--- src/sv/tgql_pkg.sv ---
// ----------------------------------------------------------------------------
// tgql_pkg
// Types, constants and fixed-point helpers shared by the glyph quad layout.
// ----------------------------------------------------------------------------
`default_nettype none

package tgql_pkg;

    localparam int TAB_SPACES     = 4;
    localparam int POSITION_WIDTH = 24;
    localparam int OUT_W          = 24;
    localparam int EXT_W          = 40;

    localparam int QDEPTH = 2;
    localparam int QAW    = $clog2(QDEPTH);

    localparam int NUM_VTX   = 6;
    localparam int VTX_CNT_W = $clog2(NUM_VTX);
    localparam logic [VTX_CNT_W-1:0] VTX_FIRST = VTX_CNT_W'(0);
    localparam logic [VTX_CNT_W-1:0] VTX_LAST  = VTX_CNT_W'(NUM_VTX - 1);

    // per-vertex corner pick: bit set selects left x / u0, top y / v0
    localparam logic [NUM_VTX-1:0] USE_LEFT = 6'b010011;
    localparam logic [NUM_VTX-1:0] USE_TOP  = 6'b001101;

    localparam logic [7:0] CH_TAB   = 8'd9;
    localparam logic [7:0] CH_LF    = 8'd10;
    localparam logic [7:0] CH_VT    = 8'd11;
    localparam logic [7:0] CH_FF    = 8'd12;
    localparam logic [7:0] CH_CR    = 8'd13;
    localparam logic [7:0] CH_SPACE = 8'd32;

    localparam int CFG_IDX_W  = 1;
    localparam int CFG_DATA_W = 16;
    localparam logic [CFG_IDX_W-1:0] CFG_NL_BEARING_Y = 1'b0;
    localparam logic [CFG_IDX_W-1:0] CFG_NL_SIZE_Y    = 1'b1;

    localparam logic signed [POSITION_WIDTH-1:0] POS_HI = {1'b0, {(POSITION_WIDTH-1){1'b1}}};
    localparam logic signed [POSITION_WIDTH-1:0] POS_LO = {1'b1, {(POSITION_WIDTH-1){1'b0}}};

    typedef logic signed [POSITION_WIDTH-1:0] pos_t;
    typedef logic signed [EXT_W-1:0]          ext_t;

    typedef struct packed {
        logic               string_start;
        logic        [7:0]  char_code;
        logic signed [15:0] bearing_x;
        logic signed [15:0] bearing_y;
        logic signed [15:0] glyph_width;
        logic signed [15:0] glyph_height;
        logic signed [15:0] advance_x;
        logic        [15:0] tex_u0;
        logic        [15:0] tex_v0;
        logic        [15:0] tex_u1;
        logic        [15:0] tex_v1;
    } glyph_t;

    typedef struct packed {
        logic signed [OUT_W-1:0] vertex_x;
        logic signed [OUT_W-1:0] vertex_y;
        logic        [15:0]      vertex_u;
        logic        [15:0]      vertex_v;
        logic                    last_vertex;
        logic signed [OUT_W-1:0] bound_min_x;
        logic signed [OUT_W-1:0] bound_min_y;
        logic signed [OUT_W-1:0] bound_max_x;
        logic signed [OUT_W-1:0] bound_max_y;
    } vertex_t;

    typedef struct packed {
        logic        clear_box;
        pos_t        x_left;
        pos_t        x_right;
        pos_t        y_top;
        pos_t        y_bottom;
        logic [15:0] u0;
        logic [15:0] v0;
        logic [15:0] u1;
        logic [15:0] v1;
    } quad_t;

    typedef struct packed {
        logic full;
        logic valid;
    } q_status_t;

    function automatic ext_t ext_pos(input pos_t v);
        return EXT_W'(v);
    endfunction

    function automatic ext_t ext16(input logic signed [15:0] v);
        return EXT_W'(v);
    endfunction

    function automatic pos_t sat_pos(input ext_t v);
        pos_t r;
        if (v > ext_pos(POS_HI))
            r = POS_HI;
        else if (v < ext_pos(POS_LO))
            r = POS_LO;
        else
            r = POSITION_WIDTH'(v);
        return r;
    endfunction

    function automatic logic signed [OUT_W-1:0] to_out(input pos_t v);
        logic signed [31:0] t;
        t = 32'(v);
        return t[OUT_W-1:0];
    endfunction

endpackage

`default_nettype wire

--- src/sv/tgql_front.sv ---
// ----------------------------------------------------------------------------
// tgql_front
// Takes glyph beats, keeps the pen, resolves whitespace and queues quads.
// ----------------------------------------------------------------------------
`default_nettype none

module tgql_front (
    input  wire logic                              clk,
    input  wire logic                              rst_n,
    input  wire logic                              glyph_valid,
    output logic                                   glyph_ready,
    input  wire tgql_pkg::glyph_t                  glyph,
    input  wire logic                              cfg_we,
    input  wire logic [tgql_pkg::CFG_IDX_W-1:0]    cfg_index,
    input  wire logic [tgql_pkg::CFG_DATA_W-1:0]   cfg_data,
    input  wire tgql_pkg::q_status_t               q_status,
    output logic                                   q_push,
    output tgql_pkg::quad_t                        q_data
);

    logic signed [15:0] nl_bearing_reg;
    logic signed [15:0] nl_size_reg;
    tgql_pkg::pos_t     pen_x_reg, pen_x_next;
    tgql_pkg::pos_t     pen_y_reg, pen_y_next;
    logic               clear_pend_reg, clear_pend_next;

    tgql_pkg::pos_t     start_y;
    tgql_pkg::pos_t     pen_x_eff;
    tgql_pkg::pos_t     pen_y_eff;
    tgql_pkg::ext_t     line_len;
    tgql_pkg::ext_t     adv;
    logic               accept;
    logic               is_glyph;

    assign glyph_ready = !q_status.full;
    assign accept      = glyph_valid && glyph_ready;

    assign start_y   = tgql_pkg::sat_pos(-(3 * tgql_pkg::ext16(nl_bearing_reg)
                                          - tgql_pkg::ext16(nl_size_reg)));
    assign pen_x_eff = glyph.string_start ? '0 : pen_x_reg;
    assign pen_y_eff = glyph.string_start ? start_y : pen_y_reg;
    assign line_len  = 3 * tgql_pkg::ext16(glyph.bearing_y) - tgql_pkg::ext16(glyph.glyph_height);
    assign adv       = tgql_pkg::ext16(glyph.advance_x);

    always_comb
    begin
        pen_x_next = pen_x_eff;
        pen_y_next = pen_y_eff;
        is_glyph   = 1'b0;
        case (glyph.char_code)
            tgql_pkg::CH_LF:
            begin
                pen_y_next = tgql_pkg::sat_pos(tgql_pkg::ext_pos(pen_y_eff) - line_len);
                pen_x_next = '0;
            end
            tgql_pkg::CH_VT:
            begin
                pen_y_next = tgql_pkg::sat_pos(tgql_pkg::ext_pos(pen_y_eff)
                                               - line_len * tgql_pkg::EXT_W'(tgql_pkg::TAB_SPACES));
                pen_x_next = '0;
            end
            tgql_pkg::CH_CR:
            begin
                pen_x_next = '0;
            end
            tgql_pkg::CH_SPACE:
            begin
                pen_x_next = tgql_pkg::sat_pos(tgql_pkg::ext_pos(pen_x_eff) + adv);
            end
            tgql_pkg::CH_TAB:
            begin
                pen_x_next = tgql_pkg::sat_pos(tgql_pkg::ext_pos(pen_x_eff)
                                               + adv * tgql_pkg::EXT_W'(tgql_pkg::TAB_SPACES));
            end
            tgql_pkg::CH_FF:
            begin
                pen_x_next = pen_x_eff;
            end
            default:
            begin
                pen_x_next = tgql_pkg::sat_pos(tgql_pkg::ext_pos(pen_x_eff) + adv);
                is_glyph   = 1'b1;
            end
        endcase
    end

    // box reset from a whitespace beat is carried to the next quad
    always_comb
    begin
        clear_pend_next = clear_pend_reg;
        if (accept)
        begin
            if (is_glyph)
                clear_pend_next = 1'b0;
            else
                clear_pend_next = clear_pend_reg | glyph.string_start;
        end
    end

    assign q_push           = accept && is_glyph;
    assign q_data.clear_box = glyph.string_start | clear_pend_reg;
    assign q_data.x_left    = tgql_pkg::sat_pos(tgql_pkg::ext_pos(pen_x_eff)
                                                + tgql_pkg::ext16(glyph.bearing_x));
    assign q_data.x_right   = tgql_pkg::sat_pos(tgql_pkg::ext_pos(pen_x_eff)
                                                + tgql_pkg::ext16(glyph.bearing_x)
                                                + tgql_pkg::ext16(glyph.glyph_width));
    assign q_data.y_top     = tgql_pkg::sat_pos(tgql_pkg::ext_pos(pen_y_eff)
                                                + tgql_pkg::ext16(glyph.bearing_y));
    assign q_data.y_bottom  = tgql_pkg::sat_pos(tgql_pkg::ext_pos(pen_y_eff)
                                                + tgql_pkg::ext16(glyph.bearing_y)
                                                - tgql_pkg::ext16(glyph.glyph_height));
    assign q_data.u0        = glyph.tex_u0;
    assign q_data.v0        = glyph.tex_v0;
    assign q_data.u1        = glyph.tex_u1;
    assign q_data.v1        = glyph.tex_v1;

    always_ff @(posedge clk or negedge rst_n)
    begin
        if (!rst_n)
        begin
            nl_bearing_reg <= '0;
            nl_size_reg    <= '0;
        end
        else if (cfg_we)
        begin
            case (cfg_index)
                tgql_pkg::CFG_NL_BEARING_Y: nl_bearing_reg <= cfg_data;
                tgql_pkg::CFG_NL_SIZE_Y:    nl_size_reg    <= cfg_data;
                default:                    nl_size_reg    <= nl_size_reg;
            endcase
        end
    end

    always_ff @(posedge clk or negedge rst_n)
    begin
        if (!rst_n)
        begin
            pen_x_reg      <= '0;
            pen_y_reg      <= '0;
            clear_pend_reg <= 1'b0;
        end
        else
        begin
            clear_pend_reg <= clear_pend_next;
            if (accept)
            begin
                pen_x_reg <= pen_x_next;
                pen_y_reg <= pen_y_next;
            end
        end
    end

endmodule

`default_nettype wire

--- src/sv/tgql_queue.sv ---
// ----------------------------------------------------------------------------
// tgql_queue
// Short register queue of quads between the front and the back.
// ----------------------------------------------------------------------------
`default_nettype none

module tgql_queue (
    input  wire logic                   clk,
    input  wire logic                   rst_n,
    input  wire logic                   push,
    input  wire tgql_pkg::quad_t        push_data,
    input  wire logic                   pop,
    output tgql_pkg::q_status_t         status,
    output tgql_pkg::quad_t             head
);

    tgql_pkg::quad_t              slot_reg [tgql_pkg::QDEPTH];
    logic [tgql_pkg::QAW-1:0]     wr_ptr_reg, wr_ptr_next;
    logic [tgql_pkg::QAW-1:0]     rd_ptr_reg, rd_ptr_next;
    logic [tgql_pkg::QAW:0]       count_reg, count_next;
    logic                         do_push;
    logic                         do_pop;

    assign status.full  = (count_reg == (tgql_pkg::QAW+1)'(tgql_pkg::QDEPTH));
    assign status.valid = (count_reg != '0);
    assign head         = slot_reg[rd_ptr_reg];

    assign do_push = push && !status.full;
    assign do_pop  = pop && status.valid;

    always_comb
    begin
        wr_ptr_next = do_push ? wr_ptr_reg + 1'b1 : wr_ptr_reg;
        rd_ptr_next = do_pop  ? rd_ptr_reg + 1'b1 : rd_ptr_reg;
        count_next  = count_reg;
        if (do_push && !do_pop)
            count_next = count_reg + 1'b1;
        else if (do_pop && !do_push)
            count_next = count_reg - 1'b1;
    end

    always_ff @(posedge clk)
    begin
        if (do_push)
            slot_reg[wr_ptr_reg] <= push_data;
    end

    always_ff @(posedge clk or negedge rst_n)
    begin
        if (!rst_n)
        begin
            wr_ptr_reg <= '0;
            rd_ptr_reg <= '0;
            count_reg  <= '0;
        end
        else
        begin
            wr_ptr_reg <= wr_ptr_next;
            rd_ptr_reg <= rd_ptr_next;
            count_reg  <= count_next;
        end
    end

endmodule

`default_nettype wire

--- src/sv/tgql_back.sv ---
// ----------------------------------------------------------------------------
// tgql_back
// Expands each quad into six vertex beats and tracks the bounding box.
// ----------------------------------------------------------------------------
`default_nettype none

module tgql_back (
    input  wire logic                   clk,
    input  wire logic                   rst_n,
    input  wire logic                   q_valid,
    input  wire tgql_pkg::quad_t        q_head,
    output logic                        q_pop,
    output logic                        vertex_valid,
    input  wire logic                   vertex_ready,
    output tgql_pkg::vertex_t           vertex
);

    logic [tgql_pkg::VTX_CNT_W-1:0] cnt_reg, cnt_next;
    logic                           out_valid_reg, out_valid_next;
    tgql_pkg::vertex_t              out_reg, out_next;
    tgql_pkg::pos_t                 min_x_reg, min_x_next;
    tgql_pkg::pos_t                 min_y_reg, min_y_next;
    tgql_pkg::pos_t                 max_x_reg, max_x_next;
    tgql_pkg::pos_t                 max_y_reg, max_y_next;

    tgql_pkg::pos_t                 px, py;
    tgql_pkg::pos_t                 b_min_x, b_min_y, b_max_x, b_max_y;
    logic                           load;
    logic                           fresh;
    logic                           use_left;
    logic                           use_top;

    assign load     = q_valid && (!out_valid_reg || vertex_ready);
    assign q_pop    = load && (cnt_reg == tgql_pkg::VTX_LAST);
    assign use_left = tgql_pkg::USE_LEFT[cnt_reg];
    assign use_top  = tgql_pkg::USE_TOP[cnt_reg];
    assign fresh    = q_head.clear_box && (cnt_reg == tgql_pkg::VTX_FIRST);

    assign px = use_left ? q_head.x_left : q_head.x_right;
    assign py = use_top  ? q_head.y_top  : q_head.y_bottom;

    assign b_min_x = fresh ? tgql_pkg::POS_HI : min_x_reg;
    assign b_min_y = fresh ? tgql_pkg::POS_HI : min_y_reg;
    assign b_max_x = fresh ? tgql_pkg::POS_LO : max_x_reg;
    assign b_max_y = fresh ? tgql_pkg::POS_LO : max_y_reg;

    always_comb
    begin
        min_x_next = (px < b_min_x) ? px : b_min_x;
        min_y_next = (py < b_min_y) ? py : b_min_y;
        max_x_next = (px > b_max_x) ? px : b_max_x;
        max_y_next = (py > b_max_y) ? py : b_max_y;

        out_next.vertex_x    = tgql_pkg::to_out(px);
        out_next.vertex_y    = tgql_pkg::to_out(py);
        out_next.vertex_u    = use_left ? q_head.u0 : q_head.u1;
        out_next.vertex_v    = use_top  ? q_head.v0 : q_head.v1;
        out_next.last_vertex = (cnt_reg == tgql_pkg::VTX_LAST);
        out_next.bound_min_x = tgql_pkg::to_out(min_x_next);
        out_next.bound_min_y = tgql_pkg::to_out(min_y_next);
        out_next.bound_max_x = tgql_pkg::to_out(max_x_next);
        out_next.bound_max_y = tgql_pkg::to_out(max_y_next);

        cnt_next = cnt_reg;
        if (load)
            cnt_next = (cnt_reg == tgql_pkg::VTX_LAST) ? tgql_pkg::VTX_FIRST : cnt_reg + 1'b1;

        out_valid_next = out_valid_reg;
        if (load)
            out_valid_next = 1'b1;
        else if (vertex_ready)
            out_valid_next = 1'b0;
    end

    assign vertex_valid = out_valid_reg;
    assign vertex       = out_reg;

    always_ff @(posedge clk)
    begin
        if (load)
            out_reg <= out_next;
    end

    always_ff @(posedge clk or negedge rst_n)
    begin
        if (!rst_n)
        begin
            cnt_reg       <= tgql_pkg::VTX_FIRST;
            out_valid_reg <= 1'b0;
            min_x_reg     <= tgql_pkg::POS_HI;
            min_y_reg     <= tgql_pkg::POS_HI;
            max_x_reg     <= tgql_pkg::POS_LO;
            max_y_reg     <= tgql_pkg::POS_LO;
        end
        else
        begin
            cnt_reg       <= cnt_next;
            out_valid_reg <= out_valid_next;
            if (load)
            begin
                min_x_reg <= min_x_next;
                min_y_reg <= min_y_next;
                max_x_reg <= max_x_next;
                max_y_reg <= max_y_next;
            end
        end
    end

endmodule

`default_nettype wire

--- src/sv/text_glyph_quad_layout.sv ---
// ----------------------------------------------------------------------------
// text_glyph_quad_layout
// Lays out glyph quads from a character stream: pen tracking, whitespace
// handling, six vertices per drawable character with a running bounding box.
//
//   channel   dir   handshake                 beat
//   glyph     in    glyph_valid/glyph_ready   one character + atlas metrics
//   vertex    out   vertex_valid/vertex_ready one vertex + bounding box
//   cfg       in    cfg_we                    cfg_index, cfg_data
//
// Whitespace beats emit nothing; a drawable character emits six vertices,
// one at a time through the single vertex output register.
// The front keeps accepting beats while fewer than two quads wait in the queue.
// Reset: pen at origin, bounding box empty, newline metrics zero.
// A stalled vertex output backs up the queue, then glyph_ready drops.
// ----------------------------------------------------------------------------
`default_nettype none

module text_glyph_quad_layout (
    input  wire logic                              clk,
    input  wire logic                              rst_n,
    input  wire logic                              glyph_valid,
    output logic                                   glyph_ready,
    input  wire tgql_pkg::glyph_t                  glyph,
    output logic                                   vertex_valid,
    input  wire logic                              vertex_ready,
    output tgql_pkg::vertex_t                      vertex,
    input  wire logic                              cfg_we,
    input  wire logic [tgql_pkg::CFG_IDX_W-1:0]    cfg_index,
    input  wire logic [tgql_pkg::CFG_DATA_W-1:0]   cfg_data
);

    tgql_pkg::q_status_t q_status;
    tgql_pkg::quad_t     q_data;
    tgql_pkg::quad_t     q_head;
    logic                q_push;
    logic                q_pop;

    tgql_front u_front (
        .clk         (clk),
        .rst_n       (rst_n),
        .glyph_valid (glyph_valid),
        .glyph_ready (glyph_ready),
        .glyph       (glyph),
        .cfg_we      (cfg_we),
        .cfg_index   (cfg_index),
        .cfg_data    (cfg_data),
        .q_status    (q_status),
        .q_push      (q_push),
        .q_data      (q_data)
    );

    tgql_queue u_queue (
        .clk       (clk),
        .rst_n     (rst_n),
        .push      (q_push),
        .push_data (q_data),
        .pop       (q_pop),
        .status    (q_status),
        .head      (q_head)
    );

    tgql_back u_back (
        .clk          (clk),
        .rst_n        (rst_n),
        .q_valid      (q_status.valid),
        .q_head       (q_head),
        .q_pop        (q_pop),
        .vertex_valid (vertex_valid),
        .vertex_ready (vertex_ready),
        .vertex       (vertex)
    );

    a_no_overflow: assert property (@(posedge clk) disable iff (!rst_n)
        q_push |-> !q_status.full)
        else $error("quad pushed into full queue");

    a_pop_has_data: assert property (@(posedge clk) disable iff (!rst_n)
        q_pop |-> q_status.valid)
        else $error("quad popped from empty queue");

    a_quad_kept: assert property (@(posedge clk) disable iff (!rst_n)
        (q_status.valid && !q_pop) |=> q_status.valid)
        else $error("queued quad lost");

    a_box_covers: assert property (@(posedge clk) disable iff (!rst_n)
        vertex_valid |-> ($signed(vertex.bound_min_x) <= $signed(vertex.vertex_x)
                       && $signed(vertex.bound_max_x) >= $signed(vertex.vertex_x)
                       && $signed(vertex.bound_min_y) <= $signed(vertex.vertex_y)
                       && $signed(vertex.bound_max_y) >= $signed(vertex.vertex_y)))
        else $error("bounding box misses vertex");

endmodule

`default_nettype wire
--- config.mk ---
export PLATFORM = sky130hd
export DESIGN_NAME = text_glyph_quad_layout
export DESIGN_NICKNAME = d
export VERILOG_FILES = /design/src/sv/tgql_pkg.sv /design/src/sv/tgql_front.sv /design/src/sv/tgql_queue.sv /design/src/sv/tgql_back.sv /design/src/sv/text_glyph_quad_layout.sv
export SDC_FILE = /design/constraint.sdc
export NUM_CORES = 2
export LEC_CHECK = 0
export ABC_AREA = 1
export BUFFER_PORTS_ARGS = -buffer_cell sky130_fd_sc_hd__clkbuf_2
export CAP_MARGIN = 20
export CELL_PAD_IN_SITES_DETAIL_PLACEMENT = 0
export CELL_PAD_IN_SITES_GLOBAL_PLACEMENT = 1
export CORE_MARGIN = 3
export CORE_UTILIZATION = 42
export DETAILED_ROUTE_END_ITERATION = 16
export GPL_TIMING_DRIVEN = 0
export PLACE_DENSITY_LB_ADDON = 0.1
export REMOVE_ABC_BUFFERS = 1
export SETUP_SLACK_MARGIN = 0.5
export SLEW_MARGIN = 25
export SYNTH_ARGS = -nofsm -noshare
export SYNTH_HDL_FRONTEND = slang
export SYNTH_SLANG_ARGS = --single-unit
--- constraint.sdc ---
create_clock -name clk -period 8.65 [get_ports clk]
set_clock_uncertainty 0.15 [all_clocks]
set_input_delay 1.73 -clock clk [delete_from_list [all_inputs] [get_ports clk]]
set_output_delay 1.73 -clock clk [all_outputs]
set_load 0.1 [all_outputs]
==> summary.md <==
| Metric | Value |
|---|---|
| Outcome | `finished, final reports clean` |
| Slowest cell on crit path | `fa_1` |
| Total CTS buffers | `81` |
| Max_cap viols | `0` |
| Total Wirelength | `120000 µm` |
| Synth Area in Compound Gates | `0.108` |
| Post-route design area | `0.0522 mm²` |
| Via count | `between 30000 and 40000` |
| R2r worst-path depth | `46` |
| Post-Place Cell Area | `0.0483 mm²` |
| Core Area | `between 0.1 and 0.15 mm²` |
| Worst EP required | `between 8 and 9 ns` |
| Worst Hold Path Cells | `2` |
| Port Buf Inserts | `353` |
| WL per Instance | `17.2 µm` |
| Setup WS post-layout | `between 0.8 and 0.9 ns` |
| Ys async rst share | `0.270` |
| Initial antenna violation count | `7` |
| Synth Instances | `between 5000 and 6000` |
| Synth Area per Inst | `8.55 µm²` |
| Max FFs per register | `roughly 320` |
| Vias/cell | `5.05` |
| Mux share of post-synthesis cell area | `0.00726` |
| Fmax | `0.128 GHz` |
| Dpl hpwl | `between 80000 and 90000 µm` |
| 1st-pass router iterations | `5` |
| Fin. max-slew vios | `0` |
| Final period util | `0.905` |
| Clk sink count | `approximately 680` |
| GRT Total Usage | `0.217` |
| Worst slew pin tran | `between 1 and 1.5 ns` |
| Yosys reg bits | `a little under 700` |
| First-pass GRT wire length | `188000 µm` |
| Synth Flop Type | `edfxtp_1` |
| Die area | `0.109 mm²` |
| Worst reg-to-reg setup slack | `slightly above 0.8 ns` |
| Die Width | `between 300 and 400 µm` |
| DRC viols | `0` |
| Commonest cells post-synth | `nand2_1, inv_1, edfxtp_1` |
| Initial Utilization | `0.424` |
| R2R Path End | `u_queue.slot_reg[0][80]$_DFFE_PP_` |
| Seq/Total Area, Yosys | `0.446` |
| Pre-CTS setup slack | `-1.04 ns` |
| Critical R2R Launch | `u_front.nl_bearing_reg[0]$_DFFE_PN0P_` |
| CTS max path bufs | `3` |
| Root Driver | `clkbuf_16` |
| Cell area after synthesis | `~0.044 mm²` |
| Hold Path Class | `flop to flop` |
| Final Hold Viols | `0` |
| Simple-gate portion of the synthesized area | `0.218` |
| Combinational family with the most area after synthesis | `simple AND/OR/NAND/NOR gates` |
| Vias in the first global route | `~34000` |
| Hold_sp | `u_back.min_y_reg[10]$_DFFE_PN1P_` |
| Yosys warnings | `0` |
| WHS Endpoint | `u_back.min_y_reg[10]$_DFFE_PN1P_` |
| Antenna-violating nets left | `0` |
| RSZ-0062 raised after global routing | `true` |
| Share of the synthesized area in the top cell type | `0.340` |
| GPL Wtd Cong | `between 0.8 and 0.9` |
| Initial DRC Count | `around 1800` |
| Worst-path clk slew | `~0.06 ns` |
| Fin crit period | `around 7.8 ns` |
| IO Count | `approximately 350` |
| Setup CP Type | `flop to flop` |
| Post-Synth Adder-Cell Area | `0.117` |
| Unique cell type count in the Yosys netlist | `just over 60` |
| Xor and xnor area share after synthesis | `0.0409` |
| Row count | `approximately 120` |
| Dominant cell type by area after synthesis | `edfxtp_1` |
| Synth area leaders | `edfxtp_1, nand2_1, ha_1, dfrtp_1, inv_1` |
| Most used cell, CP | `nand2_2` |
| Fraction of layout cells with a size suffix above 1 | `0.156` |
| Die height | `330 µm` |
| Fin nets | `approximately 6100` |
| Post-synth EDFFs | `499` |
| H-tree depth | `3` |
| Remaining Overflow, GRT | `0` |
| Area growth, synth to finish | `18.3%` |
| Hold Buf Count CTS | `0` |
| CTS tree | `done` |
| Worst Setup End Kind | `flop` |
| Crit path DAT | `~8.2 ns` |
| Largest net degree at the start of global routing | `72` |
| Fill count | `about 10000` |
| Top-count cell post-synth | `nand2_1` |
| Slew HR | `0.302` |
| Setup violators final | `0` |
| Latest clock arrival within the worst-skew pair | `0.66 ns` |
| Slowest Stage Delay on Critical Path | `about 0.47 ns` |
| CP max FO | `7` |
| Worst Setup Start Kind | `flop` |
kinds of logic after synthesis:
kind of cell / after synthesis
mux: 32
fa+ha+maj: 388
compound gates: 856
xor+xnor: 206
simple gates: 2267
buf+inv: 724
flops: 684
cell type report:
class                   instances  area, µm²  area share
multi-input cells            3751      22500       0.432
flip-flops and latches        684      19700       0.377
repair buffers                450       3360      0.0644
clock buffers                 106       2190      0.0420
inverters                     559       2120      0.0407
well taps                    1380       1730      0.0331
clock inverters                44        564      0.0108
diodes                          4       10.0    0.000192
repair inverters                1       7.51    0.000144
cell usage in the layout, fill, tap and decap left out, types with 9 or more instances in the layout:
master | netlist | final
clkinvlp_4 | 0 | 9
xnor2_1 | 83 | 80
nand3b_1 | 21 | 21
o21a_1 | 15 | 15
clkbuf_1 | 117 | 18
o21ai_4 | 0 | 11
nor2_1 | 354 | 349
nand3_1 | 289 | 281
mux2i_1 | 32 | 32
o21bai_1 | 18 | 16
nand2_2 | 12 | 40
nand3_2 | 14 | 20
and2_1 | 79 | 77
xor2_1 | 123 | 117
clkbuf_16 | 0 | 81
dfstp_2 | 48 | 48
a21oi_2 | 8 | 16
o21ai_1 | 13 | 15
fa_1 | 40 | 39
clkinv_2 | 0 | 10
inv_1 | 550 | 542
edfxtp_1 | 499 | 499
nand4_1 | 39 | 39
o211ai_1 | 41 | 41
ha_1 | 348 | 334
buf_16 | 0 | 36
a21o_1 | 20 | 20
clkbuf_2 | 2 | 351
nand2_1 | 1351 | 1317
a31oi_1 | 15 | 14
o221ai_1 | 10 | 10
a21oi_1 | 318 | 305
ha_4 | 0 | 9
dfrtp_1 | 137 | 136
inv_2 | 8 | 11
o21ai_2 | 3 | 14
buf_4 | 3 | 44
nor3_1 | 38 | 31
o21ai_0 | 355 | 331
or2_2 | 47 | 47
critical path: cells and delay by family, from the launching register on:
kind / cells / cell delay (ns)
compound gates: 9 / 1.38
xor+xnor: 2 / 0.39
fa+ha+maj: 6 / 1.97
buf+inv: 9 / 0.94
flops: 1 / 0.40
simple gates: 20 / 2.35
routing by layer:
layer | wire, µm | up-vias | track usage
li1 | - | 18050 | -
met5 | 34 | - | 0
met2 | 54800 | 628 | 0.356
met4 | 2990 | 6 | 0.0557
met1 | 56400 | 16438 | 0.300
met3 | 5650 | 151 | 0.0350
what timing repair did:
item                                    CTS  global route
pin swaps                                10            45
setup buffers                            17            26
endpoints found under the hold margin     0             0
cloned                                    1             2
resized for setup                        59           131
endpoints found under the setup margin   48            54
how the worst max path moves through the flow:
stage,startpoint,to,slack (ns),cells past startpoint
6_report,u_front.nl_bearing_reg[0]$_DFFE_PN0P_,u_queue.slot_reg[0][80]$_DFFE_PP_,0.82,46
5_1_grt,u_front.nl_bearing_reg[0]$_DFFE_PN0P_,u_queue.slot_reg[1][76]$_DFFE_PP_,0.42,46
4_1_cts,u_front.nl_bearing_reg[0]$_DFFE_PN0P_,u_queue.slot_reg[1][76]$_DFFE_PP_,0.51,50
3_5_place_dp,u_front.nl_bearing_reg[0]$_DFFE_PN0P_,u_queue.slot_reg[1][82]$_DFFE_PP_,-1.04,51
3_3_place_gp,vertex_ready,u_queue.count_reg[1]$_DFFE_PN0P_,-28.38,12
2_1_floorplan,vertex_ready,u_queue.count_reg[1]$_DFFE_PN0P_,-14.85,11
through the flow:
step / TNS (ns) / hold slack (ns) / std cells / util
global placement: -8886.02 / 0.303 / 6725 / 0.451
finish: 0 / 0.316 / 6979 / 0.502
global route: 0 / 0.329 / 6976 / 0.502
floorplan: -3078.65 / 0.291 / 4992 / -
detailed placement: -42.05 / 0.306 / 6779 / 0.465
CTS: 0 / 0.317 / 6947 / 0.495
Power is left out: the tool's default activity adds up to more than one toggle a clock period on the data nets, which glitch-free logic cannot reach.
